### src/rtl/lts_pkg.sv
// Package for the line trajectory sampler.
// Holds shared widths, register map, state types and the output saturation function.
// No dependencies.
package lts_pkg;

    localparam int DEF_MAX_POINTS = 64;
    localparam int DEF_COORD_BITS = 16;
    localparam int DEF_FRAC_BITS  = 8;

    localparam int IN_W      = 16;
    localparam int PT_W      = 24;
    localparam int STEP_W    = 10;
    localparam int DATA_W    = 32;
    localparam int ADDR_W    = 2;
    localparam int SAT_W     = 48;

    localparam logic [STEP_W-1:0] STEP_RESET = STEP_W'(1);
    localparam logic [ADDR_W-1:0] REG_STEP   = ADDR_W'(0);

    typedef enum logic [1:0] {
        TOP_IDLE,
        TOP_CALC,
        TOP_EMIT
    } top_state_t;

    typedef enum logic [2:0] {
        ENG_IDLE,
        ENG_SQX,
        ENG_SQY,
        ENG_SUM,
        ENG_ROOT,
        ENG_DIVN,
        ENG_DIVX,
        ENG_DIVY
    } eng_state_t;

    function automatic logic signed [PT_W-1:0] sat_pt(input logic signed [SAT_W-1:0] v);
        logic signed [SAT_W-1:0] hi;
        logic signed [SAT_W-1:0] lo;
        logic signed [PT_W-1:0]  r;
        hi = SAT_W'(8388607);
        lo = -SAT_W'(8388608);
        if (v > hi)
        begin
            r = PT_W'(hi);
        end
        else if (v < lo)
        begin
            r = PT_W'(lo);
        end
        else
        begin
            r = v[PT_W-1:0];
        end
        return r;
    endfunction

endpackage

### src/rtl/line_trajectory_sampler.sv
// Line trajectory sampler: one input transaction yields a run of 1 to MAX_POINTS points.
// The setup runs the square root and one division, plus two more divisions when the step
// count is 2 or more, all on the shared subtract unit. Points then leave one per cycle
// while point_ready holds; a new input is accepted once the last point is registered.
// Reset is asynchronous and active low; it clears control state and sets step_size to 1.
module line_trajectory_sampler
    import lts_pkg::*;
#(
    parameter int MAX_POINTS = DEF_MAX_POINTS,
    parameter int COORD_BITS = DEF_COORD_BITS,
    parameter int FRAC_BITS  = DEF_FRAC_BITS
)
(
    input  logic                    clk,
    input  logic                    rst_n,
    input  logic                    psel,
    input  logic                    penable,
    input  logic                    pwrite,
    input  logic [ADDR_W-1:0]       paddr,
    input  logic [DATA_W-1:0]       pwdata,
    output logic [DATA_W-1:0]       prdata,
    output logic                    pready,
    input  logic                    item_valid,
    output logic                    item_ready,
    input  logic signed [IN_W-1:0]  start_x,
    input  logic signed [IN_W-1:0]  start_y,
    input  logic signed [IN_W-1:0]  end_x,
    input  logic signed [IN_W-1:0]  end_y,
    output logic                    point_valid,
    input  logic                    point_ready,
    output logic signed [PT_W-1:0]  point_x,
    output logic signed [PT_W-1:0]  point_y,
    output logic                    last,
    output logic                    clipped
);

    localparam int NW = $clog2(MAX_POINTS + 1);
    localparam int DW = COORD_BITS + 1 + FRAC_BITS;
    localparam int PW = DW + 1;

    top_state_t state_reg;
    top_state_t state_next;

    logic [STEP_W-1:0]           step_reg;
    logic signed [COORD_BITS-1:0] sx_reg, sy_reg, ex_reg, ey_reg;
    logic signed [PW-1:0]        px_reg, py_reg;
    logic [NW-1:0]               rx_reg, ry_reg;
    logic [NW-1:0]               left_reg;
    logic                        out_valid_reg;
    logic signed [PT_W-1:0]      point_x_reg, point_y_reg;
    logic                        last_reg, clipped_reg;

    logic                        accept;
    logic                        cfg_wr;
    logic                        load_out;
    logic                        eng_done;
    logic [NW-1:0]               eng_n;
    logic                        eng_clip;
    logic signed [DW:0]          eng_qx, eng_qy;
    logic [NW-1:0]               eng_rx, eng_ry;
    logic signed [NW:0]          rx_dif, ry_dif;
    logic signed [PW-1:0]        px_step, py_step;
    logic [NW-1:0]               rx_step, ry_step;

    lts_engine #(
        .COORD_BITS (COORD_BITS),
        .FRAC_BITS  (FRAC_BITS),
        .MAX_POINTS (MAX_POINTS)
    ) u_engine (
        .clk   (clk),
        .rst_n (rst_n),
        .start (accept),
        .sx    (sx_reg),
        .sy    (sy_reg),
        .ex    (ex_reg),
        .ey    (ey_reg),
        .step  (step_reg),
        .done  (eng_done),
        .n_cnt (eng_n),
        .clip  (eng_clip),
        .qx    (eng_qx),
        .qy    (eng_qy),
        .rx    (eng_rx),
        .ry    (eng_ry)
    );

    assign cfg_wr = psel && penable && pwrite && pready;
    assign pready = 1'b1;
    assign prdata = DATA_W'(step_reg);

    always_comb
    begin
        state_next = state_reg;
        case (state_reg)
            TOP_IDLE:
            begin
                if (accept)
                begin
                    state_next = TOP_CALC;
                end
            end
            TOP_CALC:
            begin
                if (eng_done)
                begin
                    state_next = TOP_EMIT;
                end
            end
            TOP_EMIT:
            begin
                if (load_out && (left_reg == '0))
                begin
                    state_next = TOP_IDLE;
                end
            end
            default: state_next = TOP_IDLE;
        endcase
    end

    always_comb
    begin
        item_ready = 1'b0;
        load_out   = 1'b0;
        case (state_reg)
            TOP_IDLE: item_ready = 1'b1;
            TOP_EMIT: load_out   = !out_valid_reg || point_ready;
            default:
            begin
                item_ready = 1'b0;
                load_out   = 1'b0;
            end
        endcase
    end

    assign accept = item_valid && item_ready;

    assign rx_dif = $signed({1'b0, rx_reg}) - $signed({1'b0, eng_rx});
    assign ry_dif = $signed({1'b0, ry_reg}) - $signed({1'b0, eng_ry});
    assign px_step = rx_dif[NW] ? (px_reg - PW'(eng_qx) - PW'(1)) : (px_reg - PW'(eng_qx));
    assign py_step = ry_dif[NW] ? (py_reg - PW'(eng_qy) - PW'(1)) : (py_reg - PW'(eng_qy));
    assign rx_step = rx_dif[NW] ? NW'(rx_dif + $signed({1'b0, eng_n})) : rx_dif[NW-1:0];
    assign ry_step = ry_dif[NW] ? NW'(ry_dif + $signed({1'b0, eng_n})) : ry_dif[NW-1:0];

    always_ff @(posedge clk or negedge rst_n)
    begin
        if (!rst_n)
        begin
            state_reg     <= TOP_IDLE;
            step_reg      <= STEP_RESET;
            out_valid_reg <= 1'b0;
        end
        else
        begin
            state_reg <= state_next;
            if (cfg_wr && ((paddr >> 2) == REG_STEP))
            begin
                step_reg <= pwdata[STEP_W-1:0];
            end
            if (load_out)
            begin
                out_valid_reg <= 1'b1;
            end
            else if (point_ready)
            begin
                out_valid_reg <= 1'b0;
            end
        end
    end

    always_ff @(posedge clk)
    begin
        if (accept)
        begin
            sx_reg <= $signed(COORD_BITS'($unsigned(start_x)));
            sy_reg <= $signed(COORD_BITS'($unsigned(start_y)));
            ex_reg <= $signed(COORD_BITS'($unsigned(end_x)));
            ey_reg <= $signed(COORD_BITS'($unsigned(end_y)));
        end
        if ((state_reg == TOP_CALC) && eng_done)
        begin
            px_reg   <= PW'(ex_reg) <<< FRAC_BITS;
            py_reg   <= PW'(ey_reg) <<< FRAC_BITS;
            rx_reg   <= '0;
            ry_reg   <= '0;
            left_reg <= (eng_n > NW'(1)) ? (eng_n - NW'(1)) : '0;
        end
        if (load_out)
        begin
            point_x_reg <= sat_pt(SAT_W'(px_reg));
            point_y_reg <= sat_pt(SAT_W'(py_reg));
            last_reg    <= (left_reg == '0);
            clipped_reg <= eng_clip;
            px_reg      <= px_step;
            py_reg      <= py_step;
            rx_reg      <= rx_step;
            ry_reg      <= ry_step;
            left_reg    <= left_reg - NW'(1);
        end
    end

    assign point_valid = out_valid_reg;
    assign point_x     = point_x_reg;
    assign point_y     = point_y_reg;
    assign last        = last_reg;
    assign clipped     = clipped_reg;

endmodule

### src/rtl/lts_engine.sv
// Setup arithmetic of the line trajectory sampler: squares, square root and up to three divisions.
// One multiplier and one shared compare-subtract unit run under a small sequencer.
// Depends on lts_pkg.
module lts_engine
    import lts_pkg::*;
#(
    parameter int COORD_BITS = DEF_COORD_BITS,
    parameter int FRAC_BITS  = DEF_FRAC_BITS,
    parameter int MAX_POINTS = DEF_MAX_POINTS,
    localparam int NW        = $clog2(MAX_POINTS + 1),
    localparam int DW        = COORD_BITS + 1 + FRAC_BITS
)
(
    input  logic                         clk,
    input  logic                         rst_n,
    input  logic                         start,
    input  logic signed [COORD_BITS-1:0] sx,
    input  logic signed [COORD_BITS-1:0] sy,
    input  logic signed [COORD_BITS-1:0] ex,
    input  logic signed [COORD_BITS-1:0] ey,
    input  logic [STEP_W-1:0]            step,
    output logic                         done,
    output logic [NW-1:0]                n_cnt,
    output logic                         clip,
    output logic signed [DW:0]           qx,
    output logic signed [DW:0]           qy,
    output logic [NW-1:0]                rx,
    output logic [NW-1:0]                ry
);

    localparam int AX_W     = COORD_BITS + 1;
    localparam int SQ_W     = 2 * COORD_BITS + 4;
    localparam int HALF     = SQ_W / 2;
    localparam int RW       = COORD_BITS + 2;
    localparam int QW       = (DW > RW) ? DW : RW;
    localparam int ITER_MAX = (QW > HALF) ? QW : HALF;
    localparam int CNT_W    = $clog2(ITER_MAX);
    localparam logic [SQ_W-1:0] BIT0 = SQ_W'(1) << (SQ_W - 2);

    eng_state_t state_reg;
    eng_state_t state_next;

    logic [2*AX_W-1:0] prod_reg, prod_next;
    logic [SQ_W-1:0]   v_reg, v_next;
    logic [SQ_W-1:0]   res_reg, res_next;
    logic [SQ_W-1:0]   bit_reg, bit_next;
    logic [QW-1:0]     quo_reg, quo_next;
    logic [STEP_W-1:0] rem_reg, rem_next;
    logic [STEP_W-1:0] dvs_reg, dvs_next;
    logic [CNT_W-1:0]  cnt_reg, cnt_next;
    logic [NW-1:0]     n_reg, n_next;
    logic              clip_reg, clip_next;
    logic signed [DW:0] qx_reg, qx_next;
    logic signed [DW:0] qy_reg, qy_next;
    logic [NW-1:0]     rx_reg, rx_next;
    logic [NW-1:0]     ry_reg, ry_next;

    logic signed [COORD_BITS:0] dx;
    logic signed [COORD_BITS:0] dy;
    logic [AX_W-1:0]   ax;
    logic [AX_W-1:0]   ay;
    logic [AX_W-1:0]   mul_op;
    logic [2*AX_W-1:0] product;

    logic [SQ_W-1:0]   alu_a;
    logic [SQ_W-1:0]   alu_b;
    logic [SQ_W:0]     alu_full;
    logic              alu_ge;
    logic [SQ_W-1:0]   alu_diff;

    logic [STEP_W:0]   rem_sh;
    logic [QW-1:0]     quo_step;
    logic [STEP_W-1:0] rem_step;
    logic [SQ_W-1:0]   res_nx;
    logic              big;
    logic [NW-1:0]     n_calc;
    logic              root_last;
    logic              div_last;

    function automatic logic signed [DW:0] fix_quo(input logic neg, input logic [QW-1:0] q,
                                                   input logic [STEP_W-1:0] r);
        logic [DW:0] q0;
        logic [DW:0] qr;
        q0 = {1'b0, q[DW-1:0]};
        if (neg && (r != '0))
        begin
            qr = ~q0;
        end
        else if (neg)
        begin
            qr = -q0;
        end
        else
        begin
            qr = q0;
        end
        return $signed(qr);
    endfunction

    function automatic logic [NW-1:0] fix_rem(input logic neg, input logic [STEP_W-1:0] r,
                                              input logic [NW-1:0] n);
        logic [NW-1:0] rr;
        if (neg && (r != '0))
        begin
            rr = n - r[NW-1:0];
        end
        else
        begin
            rr = r[NW-1:0];
        end
        return rr;
    endfunction

    assign dx = $signed({ex[COORD_BITS-1], ex}) - $signed({sx[COORD_BITS-1], sx});
    assign dy = $signed({ey[COORD_BITS-1], ey}) - $signed({sy[COORD_BITS-1], sy});
    assign ax = dx[COORD_BITS] ? AX_W'(-dx) : AX_W'(dx);
    assign ay = dy[COORD_BITS] ? AX_W'(-dy) : AX_W'(dy);
    assign mul_op  = (state_reg == ENG_SQX) ? ax : ay;
    assign product = (2*AX_W)'(mul_op) * (2*AX_W)'(mul_op);

    assign alu_full = {1'b0, alu_a} - {1'b0, alu_b};
    assign alu_ge   = ~alu_full[SQ_W];
    assign alu_diff = alu_full[SQ_W-1:0];

    assign rem_sh   = {rem_reg, quo_reg[QW-1]};
    assign quo_step = {quo_reg[QW-2:0], alu_ge};
    assign rem_step = alu_ge ? alu_diff[STEP_W-1:0] : rem_sh[STEP_W-1:0];
    assign big      = quo_step > QW'(MAX_POINTS);
    assign n_calc   = big ? NW'(MAX_POINTS) : quo_step[NW-1:0];

    assign root_last = (cnt_reg == CNT_W'(HALF - 1));
    assign div_last  = (cnt_reg == CNT_W'(QW - 1));

    always_comb
    begin
        state_next = state_reg;
        case (state_reg)
            ENG_IDLE:
            begin
                if (start)
                begin
                    state_next = ENG_SQX;
                end
            end
            ENG_SQX:  state_next = ENG_SQY;
            ENG_SQY:  state_next = ENG_SUM;
            ENG_SUM:  state_next = ENG_ROOT;
            ENG_ROOT:
            begin
                if (root_last)
                begin
                    state_next = ENG_DIVN;
                end
            end
            ENG_DIVN:
            begin
                if (div_last)
                begin
                    state_next = (n_calc > NW'(1)) ? ENG_DIVX : ENG_IDLE;
                end
            end
            ENG_DIVX:
            begin
                if (div_last)
                begin
                    state_next = ENG_DIVY;
                end
            end
            ENG_DIVY:
            begin
                if (div_last)
                begin
                    state_next = ENG_IDLE;
                end
            end
            default:  state_next = ENG_IDLE;
        endcase
    end

    always_comb
    begin
        done = 1'b0;
        case (state_reg)
            ENG_DIVN: done = div_last && (n_calc <= NW'(1));
            ENG_DIVY: done = div_last;
            default:  done = 1'b0;
        endcase
    end

    always_comb
    begin
        prod_next = prod_reg;
        v_next    = v_reg;
        res_next  = res_reg;
        bit_next  = bit_reg;
        quo_next  = quo_reg;
        rem_next  = rem_reg;
        dvs_next  = dvs_reg;
        cnt_next  = cnt_reg;
        n_next    = n_reg;
        clip_next = clip_reg;
        qx_next   = qx_reg;
        qy_next   = qy_reg;
        rx_next   = rx_reg;
        ry_next   = ry_reg;
        alu_a     = '0;
        alu_b     = '0;
        res_nx    = res_reg >> 1;
        case (state_reg)
            ENG_IDLE:
            begin
                cnt_next = '0;
            end
            ENG_SQX:
            begin
                prod_next = product;
            end
            ENG_SQY:
            begin
                prod_next = product;
                v_next    = SQ_W'(prod_reg);
            end
            ENG_SUM:
            begin
                v_next   = v_reg + SQ_W'(prod_reg);
                res_next = '0;
                bit_next = BIT0;
                cnt_next = '0;
            end
            ENG_ROOT:
            begin
                alu_a = v_reg;
                alu_b = res_reg | bit_reg;
                if (alu_ge)
                begin
                    v_next = alu_diff;
                    res_nx = (res_reg >> 1) | bit_reg;
                end
                res_next = res_nx;
                bit_next = bit_reg >> 2;
                cnt_next = cnt_reg + CNT_W'(1);
                if (root_last)
                begin
                    quo_next = QW'(res_nx);
                    rem_next = '0;
                    dvs_next = (step == '0) ? STEP_W'(1) : step;
                    cnt_next = '0;
                end
            end
            ENG_DIVN, ENG_DIVX, ENG_DIVY:
            begin
                alu_a    = SQ_W'(rem_sh);
                alu_b    = SQ_W'(dvs_reg);
                quo_next = quo_step;
                rem_next = rem_step;
                cnt_next = cnt_reg + CNT_W'(1);
                if (div_last)
                begin
                    cnt_next = '0;
                    rem_next = '0;
                    if (state_reg == ENG_DIVN)
                    begin
                        n_next    = n_calc;
                        clip_next = big;
                        quo_next  = QW'(ax) << FRAC_BITS;
                        dvs_next  = STEP_W'(n_calc);
                    end
                    else if (state_reg == ENG_DIVX)
                    begin
                        qx_next  = fix_quo(dx[COORD_BITS], quo_step, rem_step);
                        rx_next  = fix_rem(dx[COORD_BITS], rem_step, n_reg);
                        quo_next = QW'(ay) << FRAC_BITS;
                    end
                    else
                    begin
                        qy_next = fix_quo(dy[COORD_BITS], quo_step, rem_step);
                        ry_next = fix_rem(dy[COORD_BITS], rem_step, n_reg);
                    end
                end
            end
            default:
            begin
                cnt_next = '0;
            end
        endcase
    end

    always_ff @(posedge clk or negedge rst_n)
    begin
        if (!rst_n)
        begin
            state_reg <= ENG_IDLE;
            cnt_reg   <= '0;
        end
        else
        begin
            state_reg <= state_next;
            cnt_reg   <= cnt_next;
        end
    end

    always_ff @(posedge clk)
    begin
        prod_reg <= prod_next;
        v_reg    <= v_next;
        res_reg  <= res_next;
        bit_reg  <= bit_next;
        quo_reg  <= quo_next;
        rem_reg  <= rem_next;
        dvs_reg  <= dvs_next;
        n_reg    <= n_next;
        clip_reg <= clip_next;
        qx_reg   <= qx_next;
        qy_reg   <= qy_next;
        rx_reg   <= rx_next;
        ry_reg   <= ry_next;
    end

    assign n_cnt = n_next;
    assign clip  = clip_next;
    assign qx    = qx_next;
    assign qy    = qy_next;
    assign rx    = rx_next;
    assign ry    = ry_next;

endmodule

### config.mk
export PLATFORM = sky130hd
export DESIGN_NAME = line_trajectory_sampler
export DESIGN_NICKNAME = d
export VERILOG_FILES = /design/src/rtl/lts_pkg.sv /design/src/rtl/line_trajectory_sampler.sv /design/src/rtl/lts_engine.sv
export SDC_FILE = /design/constraint.sdc
export NUM_CORES = 2
export LEC_CHECK = 0
export BUFFER_PORTS_ARGS = -buffer_cell sky130_fd_sc_hd__buf_2
export CORE_ASPECT_RATIO = 1.1
export CORE_MARGIN = 4
export CORE_UTILIZATION = 35
export DETAILED_ROUTE_END_ITERATION = 7
export SLEW_MARGIN = 20
export SYNTH_ARGS = -nofsm -noshare
export SYNTH_HDL_FRONTEND = slang
export SYNTH_SLANG_ARGS = --single-unit
### constraint.sdc
create_clock -name clk -period 10.7 [get_ports clk]
set_input_delay 1.605 -clock clk [delete_from_list [all_inputs] [get_ports clk]]
set_output_delay 1.605 -clock clk [all_outputs]
set_load 0.02 [all_outputs]
==> metrics <==
outcome=finished, final reports clean; floorplan die area=114000 sq um; largest net degree at the start of global routing=75; FF-to-FF path depth=38; RD Place Congestion=0.919; Max Freq=99.4 MHz; DRT iter0 DRCs=2142; DP Worst Slack=0.649 ns; via count=30300; RSZ-0062 raised after global routing=false; slowest stage delay, CP=0.55 ns; Synth top area share=0.279; CP arrival=10.42 ns; Fin Clk Skew=0.0326 ns; Least-Margin Pin Slew=1.06 ns; YS warnings=0; number of vias per cell=5.33; GRT Overall Usage=0.181; hold depth=2; final hold vios=0; layout cells sized above 1=0.0913; clock-pin slew on the worst setup and hold paths=0.06 ns; Ports=190; number of clock sinks=449; max-cap viol count=0; CTS tree=done; H-tree levels=2; number of global-route vias before repair=29900; CTS max path bufs=3; CP Capture Type=register; # hold bufs at CTS=0; Post-Synthesis Cells=4121; Synth-to-Final Area Change=11.1%; row count=126; Netlist Area Pre-Place=38100 sq um; max-slew violations=0; kind of critical path=reg -> reg; syn avg cell area=9.24 sq um; CP max FO=9; die height=354 um; drt total wl=105000 um; crit start category=register; Post-DRT Antenna Nets=0; ys flop type=edfxtp_1; Final Setup Violations=0; Filler cells=10700; synthesized flop and latch total=449; die width=323 um; Seq/Total Area, Yosys=0.332; initial antenna violation count=2; Residual DRC=0; worst min-delay path category=reg -> reg; Multi-input gate area=23400 sq um; largest cells by area after synthesis=edfxtp_1, fa_1, ha_1; number of flip-flops under the largest register name=36; Post-synth ARST share=0.0468; register area=12600 sq um; Max-slew headroom=0.285; Synth cell types=99; Root Driver=clkbuf_16; CP most frequent cell=fa_1; post-route setup slack=0.643 ns; Final Critical Period=10.06 ns; IO Port Bufs=142; clk_lat worst skew=0.62 ns; DR WL/cell=18.5 um; critical path data required time=11.07 ns; Nets=4831; Initial Util=0.354; Post-DP HPWL=81600 um; Slowest cell on crit path=fa_1; GRT overflow=0; First-pass DRT Iterations=6; number of flops mapped to enable cells by yosys=354; cell taking the most area after synthesis=edfxtp_1; CTS Buf Count=52; crit share post-route=0.940; core area=108000 sq um; Fin Setup TNS=0 ns; first-pass GRT wire length=165000 um
[cell families (layout without fill, tap and decap cells)]
logic type                 after synthesis  count (layout)  synth area share
and+or+nand+nor                       1252            1252             0.153
AOI/OAI and AO/OA                     1007            1007             0.172
buffers and inverters                  570             687            0.0589
adders and majority gates              499             499             0.204
DFF                                    449             449             0.332
xor gates and xnor gates               300             300            0.0690
muxes                                   42              42            0.0118
other                                    2              35          0.000197
[layout make-up]
| cell class | count | area share |
|---|---|---|
| multi-input combinational | 3134 | 0.554 |
| sequential | 449 | 0.299 |
| tap | 1408 | 0.0416 |
| inverter | 379 | 0.0338 |
| clock buffer | 63 | 0.0337 |
| timing repair buffer | 211 | 0.0290 |
| clock inverter | 34 | 0.00932 |
| antenna | 1 | 0.0000591 |
[through the flow]
step | utilization | hold WS [ns] | instances | cell area (sq um)
floorplan | - | 0.412 | 4153 | 38200
global placement | 0.376 | 0.426 | 5580 | 40500
detailed placement | 0.376 | 0.438 | 5580 | 40500
CTS | 0.393 | 0.452 | 5677 | 42300
global route | 0.393 | 0.466 | 5678 | 42300
finish | 0.393 | 0.449 | 5679 | 42300
[critical path: cells and delay by family, from the launching register on]
kind | cells | cell delay [ns]
xor gates and xnor gates | 3 | 0.55
buffers and inverters | 7 | 0.51
adders and majority gates | 9 | 4.08
and+or+nand+nor | 6 | 1.12
DFF | 1 | 0.40
AOI/OAI and AO/OA | 13 | 3.15
[cells in the final DEF (no fill, tap or decap), drive strengths merged, types with 12 or more instances in the layout]
master	Yosys	layout
mux2i	23	23
ha	297	297
or3	33	33
nor3	69	69
a22oi	36	36
nand3	45	45
xor2	101	101
conb	2	34
nand4	22	22
a21o	85	85
nand2	339	339
nand2b	41	41
a211oi	37	37
o21a	73	73
o21bai	23	23
clkinv	7	25
edfxtp	354	354
buf	41	211
a31oi	33	33
fa	202	202
nor2b	34	34
mux2	19	19
a21oi	239	239
xnor2	199	199
a211o	13	13
and2	30	30
o211ai	18	18
o21ai	267	267
o22ai	15	15
o31ai	25	25
dfxtp	74	74
and3	77	77
nor2	468	468
inv	372	377
dfrtp	20	20
a221oi	12	12
or2	21	21
a22o	21	21
clkbuf	150	63
nor4	24	24
[Yosys cell counts (all sizes together) (25+ instances only)]
master,n
a31oi,33
nand3,45
nand2,339
o21ai,267
edfxtp,354
fa,202
a21o,85
a22oi,36
nor2b,34
dfxtp,74
xnor2,199
nand2b,41
o21a,73
xor2,101
ha,297
o31ai,25
inv,372
clkbuf,150
a21oi,239
or3,33
buf,41
nor3,69
and2,30
and3,77
nor2,468
a211oi,37
[repair_timing]
item,in CTS,in global routing
setup endpoints to repair,0,2
gates resized for setup,0,4
setup buffers,0,1
[per-layer routing]
layer,GRT usage,vias up,share of wire
met3,0.0240,179,0.054
li1,-,14600,-
met4,0.0604,0,0.033
met2,0.312,800,0.48
met5,0,-,0
met1,0.234,14700,0.43
[final timing paths]
path | from | endpoint | slack (ns)
max | ey_reg[0]$_DFFE_PP_ | u_engine.prod_reg[33]$_DFFE_PP_ | 0.64
min | u_engine.ry_reg[2]$_DFF_P_ | u_engine.ry_reg[2]$_DFF_P_ | 0.45
max reg2reg | ey_reg[0]$_DFFE_PP_ | u_engine.prod_reg[33]$_DFFE_PP_ | 0.64
min reg2reg | u_engine.ry_reg[2]$_DFF_P_ | u_engine.ry_reg[2]$_DFF_P_ | 0.45
max in group asynchronous | rst_n | u_engine.state_reg[2]$_DFFE_PN0P_ | 9.20
min in group asynchronous | rst_n | step_reg[1]$_DFFE_PN0P_ | 1.03
Power is left out: the tool's default activity adds up to more than one toggle a clock period on the data nets, which glitch-free logic cannot reach.
